<file path="src/sv/dmrs_pkg.sv">
// ----------------------------------------------------------------------------
// dmrs_pkg
// Widths, codes and helpers for the dual motor ramp sequencer.
// ----------------------------------------------------------------------------
package dmrs_pkg;

    localparam int DUTY_BITS       = 16;
    localparam int SENSOR_BITS     = 10;
    localparam int MODE_BITS       = 2;
    localparam int KIND_BITS       = 3;
    localparam int STATE_CODE_BITS = 4;
    localparam int THR_BITS        = SENSOR_BITS + 2;

    localparam int IN_FIELD_BITS   = KIND_BITS + 2 * DUTY_BITS + 2 * SENSOR_BITS;
    localparam int IN_TDATA_BITS   = ((IN_FIELD_BITS + 7) / 8) * 8;
    localparam int OUT_CODE_LSB    = 4 * DUTY_BITS;
    localparam int OUT_FAULT_POS   = OUT_CODE_LSB + STATE_CODE_BITS;
    localparam int OUT_FIELD_BITS  = OUT_FAULT_POS + 1;
    localparam int OUT_TDATA_BITS  = ((OUT_FIELD_BITS + 7) / 8) * 8;

    localparam int CFG_ADDR_BITS   = 3;
    localparam int CFG_DATA_BITS   = (DUTY_BITS > SENSOR_BITS) ? DUTY_BITS : SENSOR_BITS;

    localparam int RAMP_STEP_RST   = 1000;
    localparam int BLACK_LEVEL_RST = 800;
    localparam int WHITE_LEVEL_RST = 200;
    localparam int FAST_DUTY_RST   = 40000;
    localparam int SLOW_DUTY_RST   = 20000;

    localparam int BLACK_MARGIN    = 200;
    localparam int BLACK_WIDE      = 250;
    localparam int WHITE_MARGIN    = 150;

    typedef enum logic [MODE_BITS-1:0] {
        MODE_TICK   = 2'd0,
        MODE_CMD    = 2'd1,
        MODE_FOLLOW = 2'd2
    } mode_t;

    typedef enum logic [KIND_BITS-1:0] {
        KIND_FWD  = 3'd1,
        KIND_REV  = 3'd2,
        KIND_CW   = 3'd3,
        KIND_STOP = 3'd4,
        KIND_ACW  = 3'd5
    } kind_t;

    typedef enum logic [CFG_ADDR_BITS-1:0] {
        CFG_RAMP_STEP   = 3'd0,
        CFG_BLACK_LEVEL = 3'd1,
        CFG_WHITE_LEVEL = 3'd2,
        CFG_FAST_DUTY   = 3'd3,
        CFG_SLOW_DUTY   = 3'd4
    } cfg_addr_t;

    typedef enum logic [12:0] {
        ST_IDLE       = 13'b0_0000_0000_0001,
        ST_CONFIGURE  = 13'b0_0000_0000_0010,
        ST_FWD_START  = 13'b0_0000_0000_0100,
        ST_FWD_ADJUST = 13'b0_0000_0000_1000,
        ST_REV_START  = 13'b0_0000_0001_0000,
        ST_REV_ADJUST = 13'b0_0000_0010_0000,
        ST_CW_START   = 13'b0_0000_0100_0000,
        ST_CW_ADJUST  = 13'b0_0000_1000_0000,
        ST_ACW_START  = 13'b0_0001_0000_0000,
        ST_ACW_ADJUST = 13'b0_0010_0000_0000,
        ST_INIT_STOP  = 13'b0_0100_0000_0000,
        ST_STOP       = 13'b0_1000_0000_0000,
        ST_FOLLOW     = 13'b1_0000_0000_0000
    } state_t;

    typedef enum logic [STATE_CODE_BITS-1:0] {
        CODE_IDLE       = 4'd0,
        CODE_CONFIGURE  = 4'd1,
        CODE_FWD_START  = 4'd2,
        CODE_FWD_ADJUST = 4'd3,
        CODE_REV_START  = 4'd4,
        CODE_REV_ADJUST = 4'd5,
        CODE_CW_START   = 4'd6,
        CODE_CW_ADJUST  = 4'd7,
        CODE_ACW_START  = 4'd8,
        CODE_ACW_ADJUST = 4'd9,
        CODE_INIT_STOP  = 4'd10,
        CODE_STOP       = 4'd11,
        CODE_FOLLOW     = 4'd12
    } state_code_t;

    function automatic state_code_t state_code(input state_t st);
        state_code_t c;
        unique case (st)
            ST_IDLE:       c = CODE_IDLE;
            ST_CONFIGURE:  c = CODE_CONFIGURE;
            ST_FWD_START:  c = CODE_FWD_START;
            ST_FWD_ADJUST: c = CODE_FWD_ADJUST;
            ST_REV_START:  c = CODE_REV_START;
            ST_REV_ADJUST: c = CODE_REV_ADJUST;
            ST_CW_START:   c = CODE_CW_START;
            ST_CW_ADJUST:  c = CODE_CW_ADJUST;
            ST_ACW_START:  c = CODE_ACW_START;
            ST_ACW_ADJUST: c = CODE_ACW_ADJUST;
            ST_INIT_STOP:  c = CODE_INIT_STOP;
            ST_STOP:       c = CODE_STOP;
            ST_FOLLOW:     c = CODE_FOLLOW;
            default:       c = CODE_IDLE;
        endcase
        return c;
    endfunction

    // one ramp step up toward target, clamped at it; at or above target jumps straight to it; zero target forces off
    function automatic logic [DUTY_BITS-1:0] ramp_one(
        input logic [DUTY_BITS-1:0] d,
        input logic [DUTY_BITS-1:0] t,
        input logic [DUTY_BITS-1:0] step
    );
        logic [DUTY_BITS:0] sum;
        logic [DUTY_BITS-1:0] r;
        sum = {1'b0, d} + {1'b0, step};
        if (t == '0)
            r = '0;
        else if (d < t)
            r = (sum > {1'b0, t}) ? t : sum[DUTY_BITS-1:0];
        else
            r = t;
        return r;
    endfunction

endpackage

</file>
<file path="src/sv/dual_motor_ramp_sequencer_core.sv">
// ----------------------------------------------------------------------------
// dual_motor_ramp_sequencer_core
// Duty sequencer for a two-motor drive: ramps, stop sequence, line following.
// ----------------------------------------------------------------------------
// Input stream (s_*): one item per tick, motion command or follow start,
// selected by s_tuser. Every accepted item yields exactly one result item on
// the output stream (m_*) carrying the four duties, the state code and the
// sticky fault flag as they stand after that item.
// The state and the result register load at the edge that accepts the item.
// Throughput is one item per cycle while the receiver takes results; the result
// register is the only stage, so s_tready follows the output side.
// When the receiver stalls, the result holds in m_tdata and s_tready drops
// until it is taken; the next item is accepted in the same cycle the held
// result leaves.
// Reset sets the thresholds and duties to their defaults, the sequencer to
// idle, clears the fault and empties the result register.
// Configuration writes take effect at the next edge; the user must make them
// while no item is in flight, as the block itself does not enforce this.
// ----------------------------------------------------------------------------
module dual_motor_ramp_sequencer_core (
    input  logic                                clk,
    input  logic                                rst_n,
    input  logic                                s_tvalid,
    output logic                                s_tready,
    // motion_kind_in, right_target_in, left_target_in, left_sensor, right_sensor
    input  logic [dmrs_pkg::IN_TDATA_BITS-1:0]  s_tdata,
    // mode
    input  logic [dmrs_pkg::MODE_BITS-1:0]      s_tuser,
    output logic                                m_tvalid,
    input  logic                                m_tready,
    // right_fwd_duty, left_fwd_duty, right_rev_duty, left_rev_duty,
    // state_code, fault_flag
    output logic [dmrs_pkg::OUT_TDATA_BITS-1:0] m_tdata,
    input  logic                                cfg_wr_en,
    input  logic [dmrs_pkg::CFG_ADDR_BITS-1:0]  cfg_addr,
    input  logic [dmrs_pkg::CFG_DATA_BITS-1:0]  cfg_wdata
);
    import dmrs_pkg::*;

    logic [DUTY_BITS-1:0]   ramp_step_reg;
    logic [SENSOR_BITS-1:0] black_level_reg;
    logic [SENSOR_BITS-1:0] white_level_reg;
    logic [DUTY_BITS-1:0]   fast_duty_reg;
    logic [DUTY_BITS-1:0]   slow_duty_reg;

    state_t                 state_reg, state_next;
    logic [KIND_BITS-1:0]   kind_reg, kind_next;
    logic [DUTY_BITS-1:0]   rf_reg, rf_next;
    logic [DUTY_BITS-1:0]   lf_reg, lf_next;
    logic [DUTY_BITS-1:0]   rr_reg, rr_next;
    logic [DUTY_BITS-1:0]   lr_reg, lr_next;
    logic [DUTY_BITS-1:0]   rt_reg, rt_next;
    logic [DUTY_BITS-1:0]   lt_reg, lt_next;
    logic                   fault_reg, fault_next;

    logic                      m_tvalid_reg;
    logic [OUT_TDATA_BITS-1:0] m_tdata_reg, m_tdata_next;

    logic [KIND_BITS-1:0]   in_kind;
    logic [DUTY_BITS-1:0]   in_rt;
    logic [DUTY_BITS-1:0]   in_lt;
    logic [SENSOR_BITS-1:0] in_ls;
    logic [SENSOR_BITS-1:0] in_rs;

    logic                       accept;
    logic                       shoot;
    logic signed [THR_BITS-1:0] ls_s, rs_s, th_blk, th_wide, th_wht;
    logic                       both_on, left_only, right_only;

    assign in_kind = s_tdata[KIND_BITS-1:0];
    assign in_rt   = s_tdata[KIND_BITS +: DUTY_BITS];
    assign in_lt   = s_tdata[KIND_BITS + DUTY_BITS +: DUTY_BITS];
    assign in_ls   = s_tdata[KIND_BITS + 2 * DUTY_BITS +: SENSOR_BITS];
    assign in_rs   = s_tdata[KIND_BITS + 2 * DUTY_BITS + SENSOR_BITS +: SENSOR_BITS];

    assign s_tready = !m_tvalid_reg || m_tready;
    assign accept   = s_tvalid && s_tready;
    assign m_tvalid = m_tvalid_reg;
    assign m_tdata  = m_tdata_reg;

    always_ff @(posedge clk or negedge rst_n)
    begin
        if (!rst_n)
        begin
            ramp_step_reg   <= DUTY_BITS'(RAMP_STEP_RST);
            black_level_reg <= SENSOR_BITS'(BLACK_LEVEL_RST);
            white_level_reg <= SENSOR_BITS'(WHITE_LEVEL_RST);
            fast_duty_reg   <= DUTY_BITS'(FAST_DUTY_RST);
            slow_duty_reg   <= DUTY_BITS'(SLOW_DUTY_RST);
        end
        else if (cfg_wr_en)
        begin
            case (cfg_addr)
                CFG_RAMP_STEP:   ramp_step_reg   <= cfg_wdata[DUTY_BITS-1:0];
                CFG_BLACK_LEVEL: black_level_reg <= cfg_wdata[SENSOR_BITS-1:0];
                CFG_WHITE_LEVEL: white_level_reg <= cfg_wdata[SENSOR_BITS-1:0];
                CFG_FAST_DUTY:   fast_duty_reg   <= cfg_wdata[DUTY_BITS-1:0];
                CFG_SLOW_DUTY:   slow_duty_reg   <= cfg_wdata[DUTY_BITS-1:0];
                default:         ;
            endcase
        end
    end

    // signed line-follow thresholds
    always_comb
    begin
        ls_s    = signed'({2'b00, in_ls});
        rs_s    = signed'({2'b00, in_rs});
        th_blk  = signed'({2'b00, black_level_reg}) - signed'(THR_BITS'(BLACK_MARGIN));
        th_wide = signed'({2'b00, black_level_reg}) - signed'(THR_BITS'(BLACK_WIDE));
        th_wht  = signed'({2'b00, white_level_reg}) + signed'(THR_BITS'(WHITE_MARGIN));
        both_on    = (ls_s > th_blk) && (rs_s > th_blk);
        left_only  = (ls_s > th_wide) && (rs_s < th_wht);
        right_only = (rs_s > th_wide) && (ls_s < th_wht);
    end

    assign shoot = ((rf_reg != '0) && (rr_reg != '0)) || ((lf_reg != '0) && (lr_reg != '0));

    always_comb
    begin
        state_next = state_reg;
        kind_next  = kind_reg;
        rf_next    = rf_reg;
        lf_next    = lf_reg;
        rr_next    = rr_reg;
        lr_next    = lr_reg;
        rt_next    = rt_reg;
        lt_next    = lt_reg;
        fault_next = fault_reg;
        case (s_tuser)
            MODE_TICK:
            begin
                unique case (state_reg)
                    ST_CONFIGURE:
                    begin
                        case (kind_reg)
                            KIND_FWD:  state_next = ST_FWD_START;
                            KIND_REV:  state_next = ST_REV_START;
                            KIND_CW:   state_next = ST_CW_START;
                            KIND_STOP: state_next = ST_INIT_STOP;
                            KIND_ACW:  state_next = ST_ACW_START;
                            default:   state_next = ST_CONFIGURE;
                        endcase
                    end
                    ST_FWD_START, ST_REV_START, ST_CW_START, ST_ACW_START:
                    begin
                        if (shoot)
                        begin
                            fault_next = 1'b1;
                            state_next = ST_INIT_STOP;
                        end
                        else
                        begin
                            unique case (state_reg)
                                ST_FWD_START: state_next = ST_FWD_ADJUST;
                                ST_REV_START: state_next = ST_REV_ADJUST;
                                ST_CW_START:  state_next = ST_CW_ADJUST;
                                default:      state_next = ST_ACW_ADJUST;
                            endcase
                        end
                    end
                    ST_FWD_ADJUST:
                    begin
                        rf_next = ramp_one(rf_reg, rt_reg, ramp_step_reg);
                        lf_next = ramp_one(lf_reg, lt_reg, ramp_step_reg);
                    end
                    ST_REV_ADJUST:
                    begin
                        rr_next = ramp_one(rr_reg, rt_reg, ramp_step_reg);
                        lr_next = ramp_one(lr_reg, lt_reg, ramp_step_reg);
                    end
                    ST_CW_ADJUST:
                    begin
                        rf_next = ramp_one(rf_reg, rt_reg, ramp_step_reg);
                        lr_next = ramp_one(lr_reg, lt_reg, ramp_step_reg);
                    end
                    ST_ACW_ADJUST:
                    begin
                        lf_next = ramp_one(lf_reg, lt_reg, ramp_step_reg);
                        rr_next = ramp_one(rr_reg, rt_reg, ramp_step_reg);
                    end
                    ST_INIT_STOP:
                        state_next = ST_STOP;
                    ST_STOP:
                    begin
                        rf_next    = '0;
                        lf_next    = '0;
                        rr_next    = '0;
                        lr_next    = '0;
                        kind_next  = '0;
                        state_next = ST_IDLE;
                    end
                    ST_FOLLOW:
                    begin
                        priority if (both_on)
                        begin
                            rf_next = slow_duty_reg;
                            lf_next = fast_duty_reg;
                            rr_next = '0;
                            lr_next = '0;
                        end
                        else if (left_only)
                        begin
                            rf_next = '0;
                            lf_next = fast_duty_reg;
                            rr_next = '0;
                            lr_next = '0;
                        end
                        else if (right_only)
                        begin
                            rf_next = slow_duty_reg;
                            lf_next = '0;
                            rr_next = '0;
                            lr_next = '0;
                        end
                        else
                        begin
                            rf_next = '0;
                            lf_next = '0;
                            rr_next = slow_duty_reg;
                            lr_next = slow_duty_reg;
                        end
                    end
                    default: ;
                endcase
            end
            MODE_CMD:
            begin
                kind_next  = in_kind;
                rt_next    = in_rt;
                lt_next    = in_lt;
                state_next = ST_CONFIGURE;
            end
            MODE_FOLLOW:
                state_next = ST_FOLLOW;
            default: ;
        endcase
    end

    always_comb
    begin
        m_tdata_next = '0;
        m_tdata_next[0 +: DUTY_BITS]             = rf_next;
        m_tdata_next[DUTY_BITS +: DUTY_BITS]     = lf_next;
        m_tdata_next[2 * DUTY_BITS +: DUTY_BITS] = rr_next;
        m_tdata_next[3 * DUTY_BITS +: DUTY_BITS] = lr_next;
        m_tdata_next[OUT_CODE_LSB +: STATE_CODE_BITS] = state_code(state_next);
        m_tdata_next[OUT_FAULT_POS] = fault_next;
    end

    always_ff @(posedge clk or negedge rst_n)
    begin
        if (!rst_n)
        begin
            state_reg    <= ST_IDLE;
            kind_reg     <= '0;
            rf_reg       <= '0;
            lf_reg       <= '0;
            rr_reg       <= '0;
            lr_reg       <= '0;
            rt_reg       <= '0;
            lt_reg       <= '0;
            fault_reg    <= 1'b0;
            m_tvalid_reg <= 1'b0;
        end
        else
        begin
            if (accept)
            begin
                state_reg <= state_next;
                kind_reg  <= kind_next;
                rf_reg    <= rf_next;
                lf_reg    <= lf_next;
                rr_reg    <= rr_next;
                lr_reg    <= lr_next;
                rt_reg    <= rt_next;
                lt_reg    <= lt_next;
                fault_reg <= fault_next;
            end
            if (accept)
                m_tvalid_reg <= 1'b1;
            else if (m_tready)
                m_tvalid_reg <= 1'b0;
        end
    end

    always_ff @(posedge clk)
    begin
        if (accept)
            m_tdata_reg <= m_tdata_next;
    end

endmodule

</file>
<file path="config.mk">
export PLATFORM = sky130hd
export DESIGN_NAME = dual_motor_ramp_sequencer_core
export DESIGN_NICKNAME = d
export VERILOG_FILES = /design/src/sv/dmrs_pkg.sv /design/src/sv/dual_motor_ramp_sequencer_core.sv
export SDC_FILE = /design/constraint.sdc
export NUM_CORES = 1
export LEC_CHECK = 0
export BUFFER_PORTS_ARGS = -buffer_cell sky130_fd_sc_hd__buf_2
export CORE_MARGIN = 4
export CORE_UTILIZATION = 60
export CTS_BUF_LIST = sky130_fd_sc_hd__clkbuf_4 sky130_fd_sc_hd__clkbuf_8 sky130_fd_sc_hd__clkbuf_16
export DETAILED_ROUTE_END_ITERATION = 8
export PLACE_DENSITY_LB_ADDON = 0.12
export SLEW_MARGIN = 25
export SYNTH_ARGS = -nofsm -noshare
export SYNTH_HDL_FRONTEND = slang
export SYNTH_SLANG_ARGS = --single-unit
export TNS_END_PERCENT = 1
</file>
<file path="constraint.sdc">
create_clock -name clk -period 7 [get_ports clk]
set_clock_uncertainty 0.05 [all_clocks]
set_input_delay 1.05 -clock clk [delete_from_list [all_inputs] [get_ports clk]]
set_output_delay 1.05 -clock clk [all_outputs]
set_load 0.01 [all_outputs]
</file>
==> results of run 1 <==
==> power groups by stage <==
| stage | clock [uW] | sequential [uW] | combinational (uW) |
|---|---|---|---|
| 2_1_floorplan | 0 | 2390 | 4910 |
| 3_3_place_gp | 0 | 2640 | 6190 |
| 3_5_place_dp | 0 | 2650 | 6410 |
| 4_1_cts | 1550 | 2630 | 6460 |
| 5_1_grt | 1610 | 2690 | 7300 |
| 6_report | 1530 | 2660 | 6570 |
==> path summary, 6_finish.rpt <==
path / cells past startpoint / from / endpoint / slack (ps)
setup / recovery: 16 / ramp_step_reg[1]$_DFFE_PN0P_ / m_tdata[20]$_DFFE_PP_ / 1390
min in group clk: 1 / fault_reg$_DFFE_PN0P_ / fault_reg$_DFFE_PN0P_ / 410
hold / removal: 1 / rst_n / state_reg[2]$_DFFE_PN0P_ / 390
setup reg to reg: 16 / ramp_step_reg[1]$_DFFE_PN0P_ / m_tdata[20]$_DFFE_PP_ / 1390
hold reg to reg: 1 / fault_reg$_DFFE_PN0P_ / fault_reg$_DFFE_PN0P_ / 410
max in group asynchronous: 2 / rst_n / lt_reg[13]$_DFFE_PN0P_ / 5150
==> metal layers <==
layer | track usage, % | wire [um]
met5 | 0 | 0
met4 | 11.8 | 2390
met3 | 5.16 | 5230
met2 | 51.7 | 27100
met1 | 47.3 | 25400
==> critical path, cell delays in order (launching register included) <==
cell and delay (ps):
dfrtp_1 460, inv_1 290, fa_1 280, nor2b_1 70, o31ai_1 470, a211o_1 260
nand3_1 210, a2111oi_0 400, nand4bb_1 240, ha_1 270, o21ai_0 110, a31oi_1 70
o41ai_1 390, nand4b_1 760, mux2_2 590, a22oi_1 210, a21oi_1 160
==> placed cells by master, fill, tap and decap left out, types with 9 or more instances in the layout <==
cell | Yosys | final
ha_1 | 248 | 248
nor2_1 | 224 | 222
a21oi_1 | 201 | 201
dfrtp_1 | 159 | 159
buf_2 | 14 | 150
nand2_1 | 135 | 135
o21ai_0 | 101 | 101
mux2_2 | 98 | 98
inv_1 | 86 | 85
edfxtp_1 | 69 | 69
xnor2_1 | 45 | 45
nor3_1 | 40 | 38
a22oi_1 | 37 | 37
nand3_1 | 36 | 36
nor4_1 | 36 | 36
mux2i_1 | 31 | 31
a21o_1 | 30 | 30
nand4_1 | 29 | 29
o21a_1 | 29 | 29
clkbuf_16 | 0 | 29
a31oi_1 | 24 | 24
a2bb2oi_1 | 24 | 24
nor2b_1 | 23 | 23
dfstp_2 | 23 | 23
xor2_1 | 21 | 21
o211ai_1 | 20 | 20
nand2b_1 | 17 | 17
a211oi_1 | 16 | 16
o21ai_1 | 15 | 15
and3_1 | 14 | 14
buf_4 | 13 | 12
or3_1 | 11 | 11
or2_2 | 9 | 9
==> cell families after synthesis <==
logic type               after synthesis  synth area share, %
XOR/XNOR                              66                 2.98
adder cells (fa/ha/maj)              252                 16.4
flip-flops                           251                 34.3
AO/OA/AOI/OAI                        594                 19.7
buffers and inverters                162                 3.78
multiplexers                         129                 7.29
other                                  1               0.0193
AND/OR/NAND/NOR                      621                 15.5
==> area by class of cell <==
cell class / instances / area share, %
multi-input combinational: 1665 / 56.5
sequential: 251 / 31.2
timing repair buffer: 163 / 3.99
clock buffer: 33 / 3.54
tap: 402 / 2.36
inverter: 86 / 1.52
clock inverter: 21 / 0.949
==> metrics by stage <==
step           power [uW]  area (um^2)  std cells
2_1_floorplan        7300        19400       2078
3_3_place_gp         8830        20400       2567
3_5_place_dp         9050        20400       2567
4_1_cts             10600        21400       2621
5_1_grt             11600        21400       2621
6_report            10800        21400       2621
==> summary.md, run 1 <==
| Metric | Value |
|---|---|
| Critical path startpoint category | `register` |
| Seq pwr share | `roughly a quarter` |
| Gr ovfl total | `0` |
| Worst slew margin | `a little over a quarter` |
| Power Internal | `between 5000 and 6000 uW` |
| Post-synth top area cell | `dfrtp_1` |
| Vias in the first global route | `16600` |
| Main synth FF type | `dfrtp_1` |
| Fmax | `approximately 180 MHz` |
| Initial core utilization | `61.2%` |
| Unique masters post-synth | `97` |
| Count of pins over their slew limit | `0` |
| Yosys top cell area share | `about a fifth` |
| I/O pin cnt | `about 160` |
| Via count | `approximately 17000` |
| Worst IR Drop VDD | `roughly 0.32 mV` |
| Clock Latency Late Sink | `between 500 and 600 ps` |
| CTS tree | `built` |
| Mapped cell area | `19400 um^2` |
| H-tree depth | `1` |
| CP Capture Type | `register` |
| Placement Setup Slack | `1490 ps` |
| P_sw | `around 5000 uW` |
| Total setup buffers inserted after CTS | `0` |
| Register area share after synthesis | `34.3%` |
| Worst-Margin Slew | `1100 ps` |
| CTS Sinks | `approximately 250` |
| RSZ-0062 raised after global routing | `no` |
| Area contributors post-synth | `dfrtp_1 (21%), ha_1 (16%), edfxtp_1 (11%)` |
| Core area | `around 32000 um^2` |
| Post-synth EDFFs | `between 60 and 70` |
| # nets final | `around 2500` |
| Starting DRT DRC Count | `1670` |
| Final setup fails | `0` |
| Period utilization | `between 80% and 90%` |
| Static leakage | `~0.0094 uW` |
| Antenna diodes | `0` |
| Max reg flops | `slightly below 70` |
| Seq cells post-synth | `approximately 250` |
| Height of the die | `between 150 and 200 um` |
| Post-CTS sizing | `0` |
| Count leader, synth | `ha_1` |
| CTS Buf Count | `29` |
| Storage cell area | `roughly 6700 um^2` |
| Via/cell ratio | `6.56` |
| Worst setup margin | `1390 ps` |
| DIE WIDTH | `approximately 190 um` |
| Area of the multi-input gates | `12100 um^2` |
| Status | `finished, final reports clean` |
| # fillers | `~2600` |
| Sw frac | `46.4%` |
| Reg clk slew, reported paths | `around 60 ps` |
| Port Buffer Count | `151` |
| Logic pwr share | `around three fifths` |
| Fraction of layout cells with a size suffix above 1 | `17.1%` |
| Synth-to-Final Area Change | `10.1%` |
| Largest net degree at the start of global routing | `68` |
| First-pass GRT wire length | `93.2 mm` |
| Final wirelength | `roughly 60 mm` |
| Pre-Repair DR Iteration Count | `5` |
| Setup CP Type | `register to register` |
| Synth cell count leaders | `ha_1 (248), nor2_1 (224), a21oi_1 (201)` |
| Worst min-delay path category | `input pin to async pin` |
| Area of the die | `about 35000 um^2` |
| GPL Wtd Cong | `around 1` |
| Number of antenna violations at the first check in global routing | `0` |
| WP data arrival | `roughly 5800 ps` |
| Mapped Avg Cell Area | `9.34 um^2` |
| Post-DR wirelength/cell | `~23 um` |
| Hold Slack | `about 390 ps` |
| Post-detailed-route DRC marker count | `0` |
| Hold buffers post-CTS | `0` |
| Clk Tree Root Cell | `clkbuf_16` |
| Mapped Cells | `slightly above 2000` |
| Power per cell area | `just over 500 nW/um^2` |
| Clock power frac | `between 10% and 20%` |
| Worst EP required | `roughly 7200 ps` |
| Std cell rows | `65` |
| Post-layout util | `between 60% and 70%` |
| Setup TNS Final | `0 ps` |
| Async SR Flop Fraction | `between 70% and 80%` |
| Final hold violations | `0` |
| GRT Total Usage | `between 30% and 40%` |
| CP max FO | `16` |
| Max-Cap Viols | `0` |
| Antenna-violating nets left | `0` |
| Final min period | `around 5600 ps` |
| Max clock buf depth | `3` |
| Yosys warns | `0` |
| Post-DP HPWL | `46.0 mm` |
Note: power is estimated with default switching activity, not from simulation.
==> run 2: changes to the inputs <==
--- a/config.mk
+++ b/config.mk
@@ -7,7 +7,7 @@
 export LEC_CHECK = 0
 export BUFFER_PORTS_ARGS = -buffer_cell sky130_fd_sc_hd__buf_2
 export CORE_MARGIN = 4
-export CORE_UTILIZATION = 60
+export CORE_UTILIZATION = 56
 export CTS_BUF_LIST = sky130_fd_sc_hd__clkbuf_4 sky130_fd_sc_hd__clkbuf_8 sky130_fd_sc_hd__clkbuf_16
 export DETAILED_ROUTE_END_ITERATION = 8
 export PLACE_DENSITY_LB_ADDON = 0.12
==> constraint.sdc (replaced) <==
create_clock -name clk -period 4.9 [get_ports clk]
set_clock_uncertainty 0.05 [all_clocks]
set_input_delay 0.735 -clock clk [delete_from_list [all_inputs] [get_ports clk]]
set_output_delay 0.735 -clock clk [all_outputs]
set_load 0.01 [all_outputs]
==> summary.md, run 2 (synthesized netlist as in run 1, its figures left out) <==
| Metric | Value |
|---|---|
| Antenna-violating nets left | `0 (unchanged)` |
| Starting DRT DRC Count | `1604 (was 1670)` |
| Vias in the first global route | `17000 (was 16600)` |
| Sw frac | `45.1% (was 46.4%)` |
| Power Internal | `9320 uW (was 5770 uW)` |
| Fmax | `207 MHz (was 178 MHz)` |
| RSZ-0062 raised after global routing | `yes (was no)` |
| I/O pin cnt | `156 (unchanged)` |
| R2R depth | `21 (was 16)` |
| Worst setup margin | `68.7 ps (was 1390 ps)` |
| Power per cell area | `747 nW/um^2 (was 504 nW/um^2)` |
| # nets final | `2638 (was 2530)` |
| Worst EP required | `5150 ps (was 7220 ps)` |
| Hold buffers post-CTS | `0 (unchanged)` |
| Clock Latency Late Sink | `580 ps (was 590 ps)` |
| Commonest non-fill, non-tap cell in the layout | `ha_1 (unchanged)` |
| Met1 capacity usage during global routing | `46.0% (was 47.3%)` |
| Max-Cap Viols | `0 (unchanged)` |
| Critical path startpoint category | `register (unchanged)` |
| GRT Total Usage | `32.3% (was 33.2%)` |
| Reg2reg start | `ramp_step_reg[5]$_DFFE_PN1P_ (was ramp_step_reg[1]$_DFFE_PN0P_)` |
| CP Capture Type | `register (unchanged)` |
| Static leakage | `0.0100 uW (was 0.00942 uW)` |
| Setup TNS Final | `0 ps (unchanged)` |
| CTS tree | `built (unchanged)` |
| Reg clk slew, reported paths | `60 ps (about the same)` |
| P_sw | `7660 uW (was 5000 uW)` |
| Post-DP HPWL | `48.6 mm (was 46.0 mm)` |
| Final hold violations | `0 (unchanged)` |
| CP Capture Point | `m_tdata[51]$_DFFE_PP_ (was m_tdata[20]$_DFFE_PP_)` |
| First-pass GRT wire length | `97.1 mm (was 93.2 mm)` |
| Logic pwr share | `64.7% (was 61.1%)` |
| Clk Tree Root Cell | `clkbuf_16 (unchanged)` |
| WP data arrival | `5090 ps (was 5830 ps)` |
| Worst path slowest cell | `dfstp_2 (was nand4b_1)` |
| Period utilization | `98.6% (was 80.2%)` |
| Via count | `17600 (was 17200)` |
| Max reg flops | `69 (unchanged)` |
| Gr ovfl total | `0 (unchanged)` |
| CP cell instances | `buf_12, ha_1, or2_2, o31a_1, nand3_1, a31oi_1, o41ai_2, buf_4, xnor2_1, ha_1, nand2_1, nor4_2, buf_4, o31ai_1, a31oi_1, a211oi_2, o21ai_2, buf_12, mux2_2, a22oi_1, a21oi_1 (was inv_1, fa_1, nor2b_1, o31ai_1, a211o_1, nand3_1, a2111oi_0, nand4bb_1, ha_1, o21ai_0, a31oi_1, o41ai_1, nand4b_1, mux2_2, a22oi_1, a21oi_1)` |
| Pre-Repair DR Iteration Count | `7 (was 5)` |
| Placement Setup Slack | `-159 ps (was 1490 ps)` |
| Number of antenna violations at the first check in global routing | `2 (was 0)` |
| Area of the die | `37700 um^2 (was 35300 um^2)` |
| Status | `finished, final reports clean (unchanged)` |
| Seq pwr share | `21.9% (was 24.7%)` |
| Met2 usage | `50.7% (was 51.7%)` |
| Std cell rows | `67 (was 65)` |
| GPL Wtd Cong | `0.981 (was 0.974)` |
| Fraction of layout cells with a size suffix above 1 | `24.2% (was 17.1%)` |
| Commonest cells after routing, fill and taps aside | `ha_1 (247), nor2_1 (222), a21oi_1 (193) (was ha_1 (248), nor2_1 (222), a21oi_1 (201))` |
| Flop2flop setup slack | `70 ps (was 1390 ps)` |
| H-tree depth | `1 (unchanged)` |
| Via/cell ratio | `6.36 (was 6.56)` |
| Largest net degree at the start of global routing | `129 (was 68)` |
| First element of the critical path | `ramp_step_reg[5]$_DFFE_PN1P_ (was ramp_step_reg[1]$_DFFE_PN0P_)` |
| Max clock buf depth | `3 (unchanged)` |
| Post-DR wirelength/cell | `22.8 um (was 22.9 um)` |
| Worst IR Drop VDD | `0.750 mV (was 0.316 mV)` |
| Worst min-delay path category | `input pin to async pin (unchanged)` |
| Setup CP Type | `register to register (unchanged)` |
| Final wirelength | `63.4 mm (was 60.1 mm)` |
| Clock power frac | `13.4% (was 14.2%)` |
| Port Buffer Count | `151 (unchanged)` |
| CTS Buf Count | `29 (unchanged)` |
| CP max FO | `17 (was 16)` |
| R2r endpoint | `m_tdata[51]$_DFFE_PP_ (was m_tdata[20]$_DFFE_PP_)` |
| CTS Sinks | `251 (unchanged)` |
| Height of the die | `194 um (was 188 um)` |
| Worst-Margin Slew | `1040 ps (was 1100 ps)` |
| Busiest grt layer | `met2 (unchanged)` |
| Core area | `33900 um^2 (was 31700 um^2)` |
| Count of pins over their slew limit | `0 (unchanged)` |
| Post-detailed-route DRC marker count | `0 (unchanged)` |
| Final min period | `4830 ps (was 5610 ps)` |
| Final setup fails | `0 (unchanged)` |
| Max incr delay on CP | `660 ps (was 760 ps)` |
| DIE WIDTH | `194 um (was 188 um)` |
| M3 GR Usage | `5.16% (about the same)` |
| Initial core utilization | `57.3% (was 61.2%)` |
| Synth-to-Final Area Change | `17.2% (was 10.1%)` |
| Worst slew margin | `30.8% (was 26.4%)` |
-- run 2: cell types whose count changed in the layout (fill, tap and decap cells not counted), sizes merged --
cell / delta
clkinvlp: +1
diode: +1
clkbuf: +6
clkinv: -6
buf: +108
inv: -2
bufinv: +1
-- run 2: repair_timing --
item,4_1_cts,5_1_grt
buffers inserted,1,1
pin swaps,1,22
resized for setup,6,90
setup endpoints to repair,27,123
-- run 2: per-layer routing --
metal | wire, um | vias up
met1 | 27300 | 8493
met2 | 28200 | 790
li1 | - | 8207
met5 | 0 | -
met3 | 5310 | 156
met4 | 2600 | 0
-- run 2: how the worst min path moves through the flow --
stage | from | endpoint | slack, ps | depth (start not counted)
finish | rst_n | state_reg[12]$_DFFE_PN0P_ | 70 | 1
global route | rst_n | state_reg[12]$_DFFE_PN0P_ | 110 | 1
CTS | rst_n | state_reg[12]$_DFFE_PN0P_ | 100 | 1
detailed placement | fault_reg$_DFFE_PN0P_ | fault_reg$_DFFE_PN0P_ | 390 | 1
global placement | fault_reg$_DFFE_PN0P_ | fault_reg$_DFFE_PN0P_ | 380 | 1
floorplan | fault_reg$_DFFE_PN0P_ | fault_reg$_DFFE_PN0P_ | 370 | 1
-- run 2: layout make-up --
class	count	area, um^2
multi-input cells	1665	12400
fillers	2767	11100
flip-flops and latches	251	6660
repair buffers	271	1740
clock buffers	39	820
well taps	448	561
inverters	86	324
clock inverters	15	181
diodes	1	2.50
-- run 2: power groups by stage --
stage / registers (uW) / logic [uW] / clock network [uW]
final: 3710 / 11000 / 2280
after global placement: 3670 / 9850 / 0
after floorplan: 3410 / 7010 / 0
after detailed placement: 3690 / 10100 / 0
after CTS: 3660 / 10200 / 2290
after global routing: 3760 / 12100 / 2380
-- run 2: critical path: cells and delay by family, from the launching register on --
kind,cells,cell delay [ps]
AND/OR/NAND/NOR,4,790
adder cells (fa/ha/maj),2,570
AO/OA/AOI/OAI,9,1350
buffers and inverters,4,680
XOR/XNOR,1,90
flip-flops,1,660
multiplexers,1,360
-- run 2: per-stage QoR --
stage                     cells  power [uW]  hold slack, ps  instance area, um^2  utilization (%)
final                      2776       17000            71.7                22700             67.1
after global placement     2719       13500             381                21300             62.9
after floorplan            2078       10400             370                19400                -
after detailed placement   2719       13800             387                21300             62.9
after global routing       2775       18200             113                22700             67.1
after CTS                  2774       16100            98.0                22300             65.9
